## src/sv/fip_pkg.sv

```systemverilog
// Shared types, constants and hash helper functions for the Feistel index permuter.
package fip_pkg;

	// Index width and derived sizes
	localparam int INDEX_BITS = 32;
	localparam int IDX_W      = INDEX_BITS;
	localparam int HALF_W     = (IDX_W + 1) / 2;
	localparam int CUR_W      = 2 * HALF_W;
	localparam int K_W        = $clog2(IDX_W + 1);
	localparam int PASS_W     = IDX_W + 1;
	localparam int DCNT_W     = $clog2(IDX_W + 1);

	// Configuration register indexes
	localparam logic [1:0] REG_SEED  = 2'd0;
	localparam logic [1:0] REG_EPOCH = 2'd1;
	localparam logic [1:0] REG_SIZE  = 2'd2;

	// Index of the last Feistel round in a pass (four rounds per pass)
	localparam logic [1:0] LAST_ROUND = 2'd3;

	// SHA-256 constants
	localparam logic [31:0] SHA_IV [8] = '{
		32'h6a09e667, 32'hbb67ae85, 32'h3c6ef372, 32'ha54ff53a,
		32'h510e527f, 32'h9b05688c, 32'h1f83d9ab, 32'h5be0cd19
	};
	localparam logic [31:0] SHA_K [64] = '{
		32'h428a2f98, 32'h71374491, 32'hb5c0fbcf, 32'he9b5dba5,
		32'h3956c25b, 32'h59f111f1, 32'h923f82a4, 32'hab1c5ed5,
		32'hd807aa98, 32'h12835b01, 32'h243185be, 32'h550c7dc3,
		32'h72be5d74, 32'h80deb1fe, 32'h9bdc06a7, 32'hc19bf174,
		32'he49b69c1, 32'hefbe4786, 32'h0fc19dc6, 32'h240ca1cc,
		32'h2de92c6f, 32'h4a7484aa, 32'h5cb0a9dc, 32'h76f988da,
		32'h983e5152, 32'ha831c66d, 32'hb00327c8, 32'hbf597fc7,
		32'hc6e00bf3, 32'hd5a79147, 32'h06ca6351, 32'h14292967,
		32'h27b70a85, 32'h2e1b2138, 32'h4d2c6dfc, 32'h53380d13,
		32'h650a7354, 32'h766a0abb, 32'h81c2c92e, 32'h92722c85,
		32'ha2bfe8a1, 32'ha81a664b, 32'hc24b8b70, 32'hc76c51a3,
		32'hd192e819, 32'hd6990624, 32'hf40e3585, 32'h106aa070,
		32'h19a4c116, 32'h1e376c08, 32'h2748774c, 32'h34b0bcb5,
		32'h391c0cb3, 32'h4ed8aa4a, 32'h5b9cca4f, 32'h682e6ff3,
		32'h748f82ee, 32'h78a5636f, 32'h84c87814, 32'h8cc70208,
		32'h90befffa, 32'ha4506ceb, 32'hbef9a3f7, 32'hc67178f2
	};

	// Controller states
	typedef enum logic [3:0] {
		S_IDLE, S_CHECK, S_KCALC, S_SPLIT, S_GO, S_WAIT, S_PASS_END,
		S_CHECK_CUR, S_MOD, S_OUT
	} fip_state_t;

	// Controller to datapath commands
	typedef struct packed {
		logic load;
		logic kstep;
		logic split;
		logic sha_start;
		logic round_apply;
		logic pass_end;
		logic mod_start;
		logic mod_step;
		logic res_zero;
		logic res_cur;
		logic res_mod;
	} fip_cmd_t;

	// Datapath to controller status
	typedef struct packed {
		logic n_le1;
		logic idx_ge_n;
		logic m_zero;
		logic sha_done;
		logic rnd_last;
		logic cur_lt_n;
		logic limit_hit;
		logic mod_done;
	} fip_sts_t;

	function automatic logic [31:0] rotr(input logic [31:0] x, input int n);
		rotr = (x >> n) | (x << (32 - n));
	endfunction

	function automatic logic [31:0] bswap(input logic [31:0] x);
		bswap = {x[7:0], x[15:8], x[23:16], x[31:24]};
	endfunction

endpackage

```

## src/sv/fip_sha.sv

```systemverilog
// Iterative SHA-256 compression of one block, one round per clock, first digest word out.
module fip_sha (
	input  logic         clk,
	input  logic         arst_n,
	input  logic         start,
	input  logic [511:0] block,
	output logic         done,
	output logic [31:0]  digest0
);

	logic [31:0] a_q, b_q, c_q, d_q, e_q, f_q, g_q, h_q;
	logic [31:0] w_q [16];
	logic [5:0]  cnt_q;
	logic        busy_q;
	logic        done_q;
	logic [31:0] t1, t2, w_new, s0, s1;

	// Round logic and schedule expansion
	always_comb begin
		s0    = fip_pkg::rotr(w_q[1], 7) ^ fip_pkg::rotr(w_q[1], 18) ^ (w_q[1] >> 3);
		s1    = fip_pkg::rotr(w_q[14], 17) ^ fip_pkg::rotr(w_q[14], 19) ^ (w_q[14] >> 10);
		w_new = w_q[0] + s0 + w_q[9] + s1;
		t1    = h_q + (fip_pkg::rotr(e_q, 6) ^ fip_pkg::rotr(e_q, 11) ^ fip_pkg::rotr(e_q, 25))
			+ ((e_q & f_q) ^ (~e_q & g_q)) + fip_pkg::SHA_K[cnt_q] + w_q[0];
		t2    = (fip_pkg::rotr(a_q, 2) ^ fip_pkg::rotr(a_q, 13) ^ fip_pkg::rotr(a_q, 22))
			+ ((a_q & b_q) ^ (a_q & c_q) ^ (b_q & c_q));
	end

	// Control
	always_ff @(posedge clk or negedge arst_n) begin
		if (!arst_n) begin
			busy_q <= 1'b0;
			done_q <= 1'b0;
			cnt_q  <= '0;
		end else begin
			done_q <= 1'b0;
			if (start) begin
				busy_q <= 1'b1;
				cnt_q  <= '0;
			end else if (busy_q) begin
				cnt_q <= cnt_q + 6'd1;
				if (cnt_q == 6'd63) begin
					busy_q <= 1'b0;
					done_q <= 1'b1;
				end
			end
		end
	end

	// Working variables and message window
	always_ff @(posedge clk) begin
		if (start) begin
			a_q <= fip_pkg::SHA_IV[0]; b_q <= fip_pkg::SHA_IV[1];
			c_q <= fip_pkg::SHA_IV[2]; d_q <= fip_pkg::SHA_IV[3];
			e_q <= fip_pkg::SHA_IV[4]; f_q <= fip_pkg::SHA_IV[5];
			g_q <= fip_pkg::SHA_IV[6]; h_q <= fip_pkg::SHA_IV[7];
			for (int i = 0; i < 16; i++) begin
				w_q[i] <= block[511 - 32*i -: 32];
			end
		end else if (busy_q) begin
			h_q <= g_q; g_q <= f_q; f_q <= e_q; e_q <= d_q + t1;
			d_q <= c_q; c_q <= b_q; b_q <= a_q; a_q <= t1 + t2;
			for (int i = 0; i < 15; i++) begin
				w_q[i] <= w_q[i+1];
			end
			w_q[15] <= w_new;
		end
	end

	assign done    = done_q;
	assign digest0 = fip_pkg::SHA_IV[0] + a_q;

endmodule

```

## src/sv/fip_datapath.sv

```systemverilog
// Datapath: configuration registers, Feistel halves, pass counter and remainder unit.
module fip_datapath (
	input  logic                clk,
	input  logic                arst_n,
	input  logic                cfg_we,
	input  logic [1:0]          cfg_index,
	input  logic [63:0]         cfg_data,
	input  logic [31:0]         source_index,
	input  fip_pkg::fip_cmd_t   cmd,
	output fip_pkg::fip_sts_t   sts,
	output logic [31:0]         permuted_index,
	output logic                fell_back
);

	localparam int IDX_W  = fip_pkg::IDX_W;
	localparam int HALF_W = fip_pkg::HALF_W;
	localparam int CUR_W  = fip_pkg::CUR_W;
	localparam int K_W    = fip_pkg::K_W;
	localparam int PASS_W = fip_pkg::PASS_W;
	localparam int DCNT_W = fip_pkg::DCNT_W;

	logic [63:0]       seed_q;
	logic [31:0]       epoch_q;
	logic [IDX_W-1:0]  size_q;
	logic [IDX_W-1:0]  idx_q, n_q, m_q, div_q;
	logic [K_W-1:0]    k_q;
	logic [HALF_W-1:0] lo_q, hi_q;
	logic [1:0]        rnd_q;
	logic [CUR_W-1:0]  cur_q;
	logic [PASS_W-1:0] passes_q;
	logic [IDX_W:0]    rem_q;
	logic [DCNT_W-1:0] dcnt_q;
	logic [31:0]       res_q;
	logic              fb_q;

	logic [K_W:0]      hb_w;
	logic [K_W-1:0]    hb;
	logic [HALF_W-1:0] hmask, fv;
	logic [511:0]      block;
	logic              sha_done;
	logic [31:0]       digest0;
	logic [31:0]       digest_le;
	logic [IDX_W:0]    trial;

	// Half width and its mask
	always_comb begin
		hb_w = ({1'b0, k_q} + {{K_W{1'b0}}, 1'b1}) >> 1;
		hb   = hb_w[K_W-1:0];
		for (int i = 0; i < HALF_W; i++) begin
			hmask[i] = (K_W'(i) < hb);
		end
	end

	// Hash message: seed, epoch, right half, round byte, padding, length
	assign block = {fip_pkg::bswap(seed_q[31:0]), fip_pkg::bswap(seed_q[63:32]),
		fip_pkg::bswap(epoch_q), fip_pkg::bswap(32'(hi_q)),
		{6'd0, rnd_q, 8'h80, 16'h0000}, 320'd0, 32'h0000_0088};

	fip_sha u_sha (
		.clk     (clk),
		.arst_n  (arst_n),
		.start   (cmd.sha_start),
		.block   (block),
		.done    (sha_done),
		.digest0 (digest0)
	);

	assign digest_le = fip_pkg::bswap(digest0);
	assign fv        = digest_le[HALF_W-1:0] & hmask;
	assign trial     = {rem_q[IDX_W-1:0], div_q[IDX_W-1]};

	// Configuration registers
	always_ff @(posedge clk or negedge arst_n) begin
		if (!arst_n) begin
			seed_q  <= '0;
			epoch_q <= '0;
			size_q  <= '0;
		end else if (cfg_we) begin
			case (cfg_index)
				fip_pkg::REG_SEED:  seed_q  <= cfg_data;
				fip_pkg::REG_EPOCH: epoch_q <= cfg_data[31:0];
				fip_pkg::REG_SIZE:  size_q  <= cfg_data[IDX_W-1:0];
				default: ;
			endcase
		end
	end

	// Working registers
	always_ff @(posedge clk) begin
		if (cmd.load) begin
			idx_q    <= source_index[IDX_W-1:0];
			n_q      <= size_q;
			m_q      <= size_q - IDX_W'(1);
			k_q      <= '0;
			cur_q    <= CUR_W'(source_index[IDX_W-1:0]);
			passes_q <= '0;
		end
		if (cmd.kstep) begin
			m_q <= m_q >> 1;
			k_q <= k_q + K_W'(1);
		end
		if (cmd.split) begin
			lo_q  <= cur_q[HALF_W-1:0] & hmask;
			hi_q  <= HALF_W'(cur_q >> hb) & hmask;
			rnd_q <= '0;
		end
		if (cmd.round_apply) begin
			hi_q  <= lo_q ^ fv;
			lo_q  <= hi_q;
			rnd_q <= rnd_q + 2'd1;
		end
		if (cmd.pass_end) begin
			cur_q    <= (CUR_W'(hi_q) << hb) | CUR_W'(lo_q);
			passes_q <= passes_q + PASS_W'(1);
		end
		// Restoring remainder, one dividend bit a cycle
		if (cmd.mod_start) begin
			rem_q  <= '0;
			div_q  <= idx_q;
			dcnt_q <= '0;
		end
		if (cmd.mod_step) begin
			rem_q  <= (trial >= {1'b0, n_q}) ? trial - {1'b0, n_q} : trial;
			div_q  <= div_q << 1;
			dcnt_q <= dcnt_q + DCNT_W'(1);
		end
		// Result register
		if (cmd.res_zero) begin
			res_q <= '0;
			fb_q  <= 1'b0;
		end
		if (cmd.res_cur) begin
			res_q <= 32'(cur_q);
			fb_q  <= 1'b0;
		end
		if (cmd.res_mod) begin
			res_q <= 32'(rem_q[IDX_W-1:0]);
			fb_q  <= 1'b1;
		end
	end

	// Status
	always_comb begin
		sts.n_le1     = (n_q <= IDX_W'(1));
		sts.idx_ge_n  = (idx_q >= n_q);
		sts.m_zero    = (m_q == '0);
		sts.sha_done  = sha_done;
		sts.rnd_last  = (rnd_q == fip_pkg::LAST_ROUND);
		sts.cur_lt_n  = (32'(cur_q) < 32'(n_q));
		sts.limit_hit = (passes_q == (PASS_W'(1) << k_q));
		sts.mod_done  = (dcnt_q == DCNT_W'(IDX_W));
	end

	assign permuted_index = res_q;
	assign fell_back      = fb_q;

endmodule

```

## src/sv/fip_ctrl.sv

```systemverilog
// Controller state machine sequencing the passes, hash rounds and remainder.
module fip_ctrl (
	input  logic              clk,
	input  logic              arst_n,
	input  logic              req_valid,
	output logic              req_stall,
	output logic              rsp_valid,
	input  logic              rsp_stall,
	input  fip_pkg::fip_sts_t sts,
	output fip_pkg::fip_cmd_t cmd
);

	fip_pkg::fip_state_t state_q, state_d;

	always_ff @(posedge clk or negedge arst_n) begin
		if (!arst_n) begin
			state_q <= fip_pkg::S_IDLE;
		end else begin
			state_q <= state_d;
		end
	end

	// Next state
	always_comb begin
		state_d = state_q;
		case (state_q)
			fip_pkg::S_IDLE: if (req_valid) state_d = fip_pkg::S_CHECK;
			fip_pkg::S_CHECK: begin
				if (sts.n_le1) state_d = fip_pkg::S_OUT;
				else if (sts.idx_ge_n) state_d = fip_pkg::S_MOD;
				else state_d = fip_pkg::S_KCALC;
			end
			fip_pkg::S_KCALC: if (sts.m_zero) state_d = fip_pkg::S_SPLIT;
			fip_pkg::S_SPLIT: state_d = fip_pkg::S_GO;
			fip_pkg::S_GO: state_d = fip_pkg::S_WAIT;
			fip_pkg::S_WAIT: begin
				if (sts.sha_done) begin
					state_d = sts.rnd_last ? fip_pkg::S_PASS_END : fip_pkg::S_GO;
				end
			end
			fip_pkg::S_PASS_END: state_d = fip_pkg::S_CHECK_CUR;
			fip_pkg::S_CHECK_CUR: begin
				if (sts.cur_lt_n) state_d = fip_pkg::S_OUT;
				else if (sts.limit_hit) state_d = fip_pkg::S_MOD;
				else state_d = fip_pkg::S_SPLIT;
			end
			fip_pkg::S_MOD: if (sts.mod_done) state_d = fip_pkg::S_OUT;
			fip_pkg::S_OUT: if (!rsp_stall) state_d = fip_pkg::S_IDLE;
			default: state_d = fip_pkg::S_IDLE;
		endcase
	end

	// Outputs
	always_comb begin
		cmd       = '0;
		req_stall = (state_q != fip_pkg::S_IDLE);
		rsp_valid = (state_q == fip_pkg::S_OUT);
		case (state_q)
			fip_pkg::S_IDLE: cmd.load = req_valid;
			fip_pkg::S_CHECK: begin
				cmd.res_zero  = sts.n_le1;
				cmd.mod_start = !sts.n_le1 && sts.idx_ge_n;
			end
			fip_pkg::S_KCALC: cmd.kstep = !sts.m_zero;
			fip_pkg::S_SPLIT: cmd.split = 1'b1;
			fip_pkg::S_GO: cmd.sha_start = 1'b1;
			fip_pkg::S_WAIT: cmd.round_apply = sts.sha_done;
			fip_pkg::S_PASS_END: cmd.pass_end = 1'b1;
			fip_pkg::S_CHECK_CUR: begin
				cmd.res_cur   = sts.cur_lt_n;
				cmd.mod_start = !sts.cur_lt_n && sts.limit_hit;
			end
			fip_pkg::S_MOD: begin
				cmd.mod_step = !sts.mod_done;
				cmd.res_mod  = sts.mod_done;
			end
			fip_pkg::S_OUT: ;
			default: ;
		endcase
	end

	// A hash completion only arrives while waiting for one
	a_sha_done_in_wait: assert property (@(posedge clk) disable iff (!arst_n)
		sts.sha_done |-> state_q == fip_pkg::S_WAIT)
		else $error("hash completion outside wait state");

	// Finished remainder leads straight to the result
	a_mod_to_out: assert property (@(posedge clk) disable iff (!arst_n)
		(state_q == fip_pkg::S_MOD && sts.mod_done) |=> state_q == fip_pkg::S_OUT)
		else $error("remainder finished without result");

	// Fourth round closes a pass
	a_round_pass: assert property (@(posedge clk) disable iff (!arst_n)
		(cmd.round_apply && sts.rnd_last) |=> state_q == fip_pkg::S_PASS_END)
		else $error("pass did not close after last round");

endmodule

```

## src/sv/feistel_index_permuter.sv

```systemverilog
// Top level of the keyed Feistel index permuter with cycle walking.
//
// Usage: write shuffle_seed (0), epoch_number (1) and set_size (2) through the
// cfg channel (cfg_ready is always high) while no item is in flight. Present
// source_index with req_valid; a transfer happens when req_stall is low. The
// block holds one item at a time and raises req_stall until its result has
// been transferred on the rsp channel.
// Results: sets of size 0 or 1 give 0. An index at or above the set size gives
// index mod N from the 32-step remainder.
// Otherwise the width k = ceil(log2 N) is found first, then each pass runs the
// four Feistel rounds on the single one-round-per-cycle SHA-256 unit shared by
// all four rounds. A walk hitting 2^k passes falls back to the remainder.
// Reset clears the configuration to zero and returns the controller to idle.
// While the receiver holds rsp_stall the result stays on the outputs.
module feistel_index_permuter (
	input  logic        clk,
	input  logic        arst_n,
	input  logic        cfg_valid,
	output logic        cfg_ready,
	input  logic [1:0]  cfg_index,
	input  logic [63:0] cfg_data,
	input  logic        req_valid,
	output logic        req_stall,
	input  logic [31:0] source_index,
	output logic        rsp_valid,
	input  logic        rsp_stall,
	output logic [31:0] permuted_index,
	output logic        fell_back
);

	fip_pkg::fip_cmd_t cmd;
	fip_pkg::fip_sts_t sts;

	assign cfg_ready = 1'b1;

	fip_ctrl u_ctrl (
		.clk       (clk),
		.arst_n    (arst_n),
		.req_valid (req_valid),
		.req_stall (req_stall),
		.rsp_valid (rsp_valid),
		.rsp_stall (rsp_stall),
		.sts       (sts),
		.cmd       (cmd)
	);

	fip_datapath u_dp (
		.clk            (clk),
		.arst_n         (arst_n),
		.cfg_we         (cfg_valid && cfg_ready),
		.cfg_index      (cfg_index),
		.cfg_data       (cfg_data),
		.source_index   (source_index),
		.cmd            (cmd),
		.sts            (sts),
		.permuted_index (permuted_index),
		.fell_back      (fell_back)
	);

endmodule

```

## config.mk

```make
export PLATFORM = sky130hd
export DESIGN_NAME = feistel_index_permuter
export DESIGN_NICKNAME = d
export VERILOG_FILES = /design/src/sv/fip_pkg.sv /design/src/sv/fip_sha.sv /design/src/sv/fip_datapath.sv /design/src/sv/fip_ctrl.sv /design/src/sv/feistel_index_permuter.sv
export SDC_FILE = /design/constraint.sdc
export NUM_CORES = 2
export LEC_CHECK = 0
export ABC_AREA = 1
export CORE_MARGIN = 1
export CORE_UTILIZATION = 55
export DETAILED_ROUTE_END_ITERATION = 12
export DONT_BUFFER_PORTS = 1
export GPL_TIMING_DRIVEN = 0
export PLACE_DENSITY = 0.7
export SETUP_SLACK_MARGIN = 0.4
export SLEW_MARGIN = 0
export SYNTH_ARGS = -nofsm -noshare
export SYNTH_HDL_FRONTEND = slang
export SYNTH_SLANG_ARGS = --single-unit
export TNS_END_PERCENT = 50
```

## constraint.sdc

```tcl
create_clock -name clk -period 47.8 [get_ports clk]
set_clock_uncertainty 0.05 [all_clocks]
set_input_delay 4.78 -clock clk [delete_from_list [all_inputs] [get_ports clk]]
set_output_delay 4.78 -clock clk [all_outputs]
set_load 0.01 [all_outputs]
```

# Word level (Yosys, flattened, before mapping)
# Memory sizes are Yosys's and may differ from the RTL's.
# Index checks and enable logic that the tools add are counted.
# op_classes
addsub	19
order_cmp	21
n_eq_ne	20
shifts	3
mux	79
bitwise	49
reduce_logical	21
# ops
op	count
$mux W32	28
$add A32 B32 Y32	10
$xor A32 B32 Y32	9
$and A32 B32 Y32	5
$mux W33	2
$mux W16	4
$mux W31	2
$and A16 B16 Y16	3
$lt A4 B6 Y1 const A	8
$pmux W4 S10	1
$mux W4	9
$mux W6	6
$add A33 B1 Y33 const B	1
$eq A33 B33 Y1	1
$ge A33 B32 Y1	1
$shl A1 B6 Y33 const A	1
$add A31 B32 Y32 const A	1
$ge A32 B32 Y1	1
$le A32 B1 Y1 const B	1
$logic_not A32 Y1	1
$lt A32 B32 Y1	1
$not A32 Y32	1
$or A10 B32 Y32	1
$or A13 B32 Y32	1
other kinds (46)	113
# word_totals
ff_bits	700
mem_bits_rw	512
romBits	2048
in_bits	103
out_inout_bits	36
wordCells	245
mem_count	2
# memory_table
memory	words	word_bits	read_ports	rd_clocked_by_memory_dff	wr	line_no	rtl
(no name shown)	64	32	1	0	0	fip_sha.sv:24	+ ((e_q & f_q) ^ (~e_q & g_q)) + fip_pkg::SHA_K[cnt_q] + w_q[0];
u_dp.u_sha.w_q	16	32	16	0	16	fip_sha.sv:12	logic [31:0] w_q [16];

# Logic depth before layout (Yosys ltp)
# logic_depth
ltp_word	8
mapped_depth	44
depth_no_buf	43

# Modules after synthesis
# From an unflattened synthesis, not the netlist that was laid out.
# unflattened
cells_unflattened	9545
hier_area_um2	76044.2
# modules_own_cells
module	instances	cells_each	area_each_um2	seq_area_each_um2
fip_sha	1	6107	49213.4	20699.9
fip_datapath	1	3360	26359.0	12301.8
fip_ctrl	1	76	460.4	100.1
feistel_index_permuter	1	2	11.3	0.0

# Least setup slack after synthesis
# OpenSTA, ideal clock, no wires.
# synth_timing
path_kind	flip-flop to flip-flop
start	register u_ctrl.state_q[3]
end	memory u_dp.u_sha.w_q[0][0] (enable)
setup_time_ns	1.077
arrival_ns	15.139
required_ns	46.673
path_slack_ns	31.534
path_stages_with_launch	7
n_path_buf	1
period_less_slack_ns	16.266
path_cell_list	dfrtp_1 > nor2_1 > inv_2 > nor2_1 > nor2_1 > inv_2 > clkbuf_1
# synth_rtl
element	line_no	rtl
from (decl)	fip_ctrl.sv:13	fip_pkg::fip_state_t state_q, state_d;
from (signal assigned)	fip_ctrl.sv:17	state_q <= fip_pkg::S_IDLE;
from (signal assigned)	fip_ctrl.sv:19	state_q <= state_d;
to (decl)	fip_sha.sv:12	

# Worst setup path in the final report
# layout_timing
start	register u_dp.u_sha.cnt_q[1]
end	register u_dp.u_sha.a_q[31]
# layout_via
elab_chain_cells	7
# layout_lines
element	line_no	rtl
from (decl)	fip_sha.sv:13	logic [5:0] cnt_q;
from (signal assigned)	fip_sha.sv:41	cnt_q <= cnt_q + 6'd1;
$not A6 Y7 (implied by the code)	fip_sha.sv:24	
$mem_v2 Z64 W32	--	
$mux W32 (implied by the code) (2 in a row)	fip_sha.sv:24	
$add A32 B32 Y32 (2 in a row)	fip_sha.sv:24	
$add A32 B32 Y32	fip_sha.sv:62	d_q <= c_q; c_q <= b_q; b_q <= a_q; a_q <= t1 + t2;
to (signal assigned)	fip_sha.sv:53	a_q <= fip_pkg::SHA_IV[0]; b_q <= fip_pkg::SHA_IV[1];
to (signal assigned)	fip_sha.sv:62	
to (decl)	fip_sha.sv:11	logic [31:0] a_q, b_q, c_q, d_q, e_q, f_q, g_q, h_q;
# Every way passes these cells. The select of a mux whose other input is x is not followed.
# A chain may end at the register's enable or synchronous reset.

==> impl_metrics.yaml <==
grt:
  grt_overflow: 0
  grt_usage: 0.406
  grt_max_degree: 141
  grt_pass1_wl_mm: 385
  antenna_found_initial: 23
  grt_pass1_vias: 58600
placement:
  placed_cells: 10100
  port_buffers: 0
  hpwl_mm: 214
  gp_congestion: 1.10
  dp_slack_ns: 37.92
run_status:
  violations: "max-capacitance violations, max-slew violations"
  outcome: "complete, but fails checks"
cells_and_area:
  top_register: "u_dp.u_sha.w_q"
  nNetsFinal: 9086
  nFillCells: 11200
  largest_register_ffs: 512
  layout_common_cells: "nand2_1 (1593), inv_1 (1432), nor2_1 (870), edfxtp_1 (813), o21ai_0 (690)"
  area_growth_pct: 9.63
  reg_top3: "u_dp.u_sha.w_q: 512 flops, u_dp.seed_q: 64 flops, u_dp.passes_q: 33 flops"
  final_layout_size_suffix_gt1_frac: 0.0403
  instances_no_fill: 10400
  final_common_cell: "nand2_1"
critical_path:
  max_stage_delay_ns: 0.77
  cp_data_required_time_ns: 48.43
  path_class: "reg2reg"
  start_kind: "register"
  cp_max_fo: 10
  endpoint_kind: "register"
  cpMaxStageDelayCell: "o31ai_1"
  reg2reg_slack_ns: 37.62
  worstPathArrival_ns: 10.81
  path_common_cell: "nand2_1"
clock_tree:
  cts-root-buf: "clkbuf_16"
  clkSlewWorstSetupHoldPaths_ns: 0.06
  clk_latency_ns: 0.81
  clockBufferDepth: 3
  cts_made_buffers: 132
  hold_buffers: 0
  post-cts-setup-buffers: 0
  cts_tree: "done"
  cts_resized: 0
  htree_levels: 4
  clkSinkCount: 1212
synthesis:
  synth-adder-area-share: 0.0961
  yosys_warnings: 0
  synth_cell_types: 66
  yosys.area_share.simple: 0.168
  synth_edf_count: 813
  syn-cell-area_sq_mm: 0.0715
  ys.flop_type: "edfxtp_1"
  synth-xor-area-share: 0.0431
  ys_async_sr_fraction: 0.116
  synth_mux_area_frac: 0.00743
  avgSynthCellArea_sq_um: 8.52
  syn-num-nets: 8939
  seq_area_frac_synth: 0.463
  synth_top_family_by_area: "simple AND/OR/NAND/NOR gates"
  synth_compound_area_frac: 0.128
  ys_ff_latch: 1212
  synthesis.instances: 8400
timing:
  hold_viol_final: 0
  fmax_mhz: 98.2
  max_slew.worst_pin.slew_ns: 1.51
  relSlewSlack: -0.00590
  fin_crit_ns: 10.18
  finalSetupTns_ns: 0
  rsz0062_at_grt: "no"
  whs_ns: 0.415
  period_share: 0.213
  setup_viol: 0
  layout_setup_ws_ns: 37.62
  slew_viol_final: 11
floorplanning:
  fp.coreArea_sq_mm: 0.128
  dieHeight_um: 363
  initial_core_util: 0.557
  ios: 139
  die-area_sq_mm: 0.132
  die_w_um: 363
  num_rows: 131
routing:
  wirelength_mm: 270
  dr.pass1.iters: 7
  drc: 0
  wl_per_cell_um: 26.0
  num_vias: 61700
  drt-initial-drc-count: 7908
  via_per_inst: 5.95
  drtAntennaViolNets: 0
job:
  drv_cap: 1
worst_hold_path:
  worstHoldPathType: "reg2reg"
==> layout make-up <==
| cell class | instances | area [sq um] | share of cell area |
|---|---|---|---|
| timing repair buffer | 13 | 323 | 0.00412 |
| inverter | 1443 | 5420 | 0.0691 |
| clock buffer | 169 | 3650 | 0.0465 |
| tap | 1729 | 2160 | 0.0276 |
| antenna | 8 | 20.0 | 0.000255 |
| sequential | 1212 | 33100 | 0.422 |
| clock inverter | 63 | 689 | 0.00879 |
| multi-input combinational | 5402 | 31700 | 0.404 |
| buffer | 343 | 1390 | 0.0177 |
==> worst max-delay path, delay by kind of cell (launching register included) <==
family	cells	cell delay (ns)
buffers and inverters	6	1.43
xor gates and xnor gates	1	0.70
adders and majority gates	6	2.62
AOI/OAI and AO/OA	4	1.56
and+or+nand+nor	18	3.15
DFF	1	0.55
==> kinds of logic after synthesis <==
kind of cell               count (synthesis)
xor gates and xnor gates                 352
AOI/OAI and AO/OA                       1601
adders and majority gates                436
DFF                                     1212
and+or+nand+nor                         2963
buffers and inverters                   1786
other                                      1
muxes                                     49
==> final timing paths <==
path / startpoint / depth (start not counted) / end
max in group asynchronous: arst_n / 0 / u_dp.seed_q[40]
hold / removal: u_dp.u_sha.g_q[4] / 2 / u_dp.u_sha.g_q[4]
setup reg to reg: u_dp.u_sha.cnt_q[1] / 35 / u_dp.u_sha.a_q[31]
min in group asynchronous: arst_n / 0 / u_dp.epoch_q[22]
hold reg to reg: u_dp.u_sha.g_q[4] / 2 / u_dp.u_sha.g_q[4]
setup / recovery: u_dp.u_sha.cnt_q[1] / 35 / u_dp.u_sha.a_q[31]
==> stage by stage <==
step | utilization | cell area [sq um]
floorplan | - | 71500
finish | 0.611 | 78400
CTS | 0.611 | 78400
detailed placement | 0.577 | 74100
global route | 0.611 | 78400
global placement | 0.574 | 73700
==> routing by layer <==
| layer | share of wire | track usage |
|---|---|---|
| met4 | 0.069 | 0.242 |
| met1 | 0.38 | 0.519 |
| met3 | 0.10 | 0.0935 |
| met5 | 0.00057 | 0 |
| met2 | 0.44 | 0.629 |
==> cell usage after synthesis (12+ instances only) <==
master       n  area [sq um]
ha_1       247          3090
mux2_2      33           372
o21bai_1    27           203
a22oi_1    170          1280
nor3_1      77           385
inv_1     1432          5380
o22ai_1     32           200
nand3b_1    15           113
o31ai_1     15           113
mux2i_1     16           160
edfxtp_1   813         24400
buf_2       35           175
o21a_1      28           210
xnor2_1    159          1390
dfrtp_1    140          3500
nand3_1    256          1280
fa_1       189          3780
xor2_1     193          1690
a21o_1      25           188
o211ai_1    29           218
nor2_1     872          3270
a21oi_1    451          2260
o21ai_0    690          3450
clkbuf_1   274          1030
a31oi_1     42           263
nor4_1      31           194
nand2_1   1596          5990
o21ai_1     12          60.1
nand4_1     66           413
or2_2       15          93.8
dfxtp_1    259          5180
buf_1       24          90.1
Power is left out: the tool's default activity adds up to more than one toggle a clock period on the data nets, which glitch-free logic cannot reach.
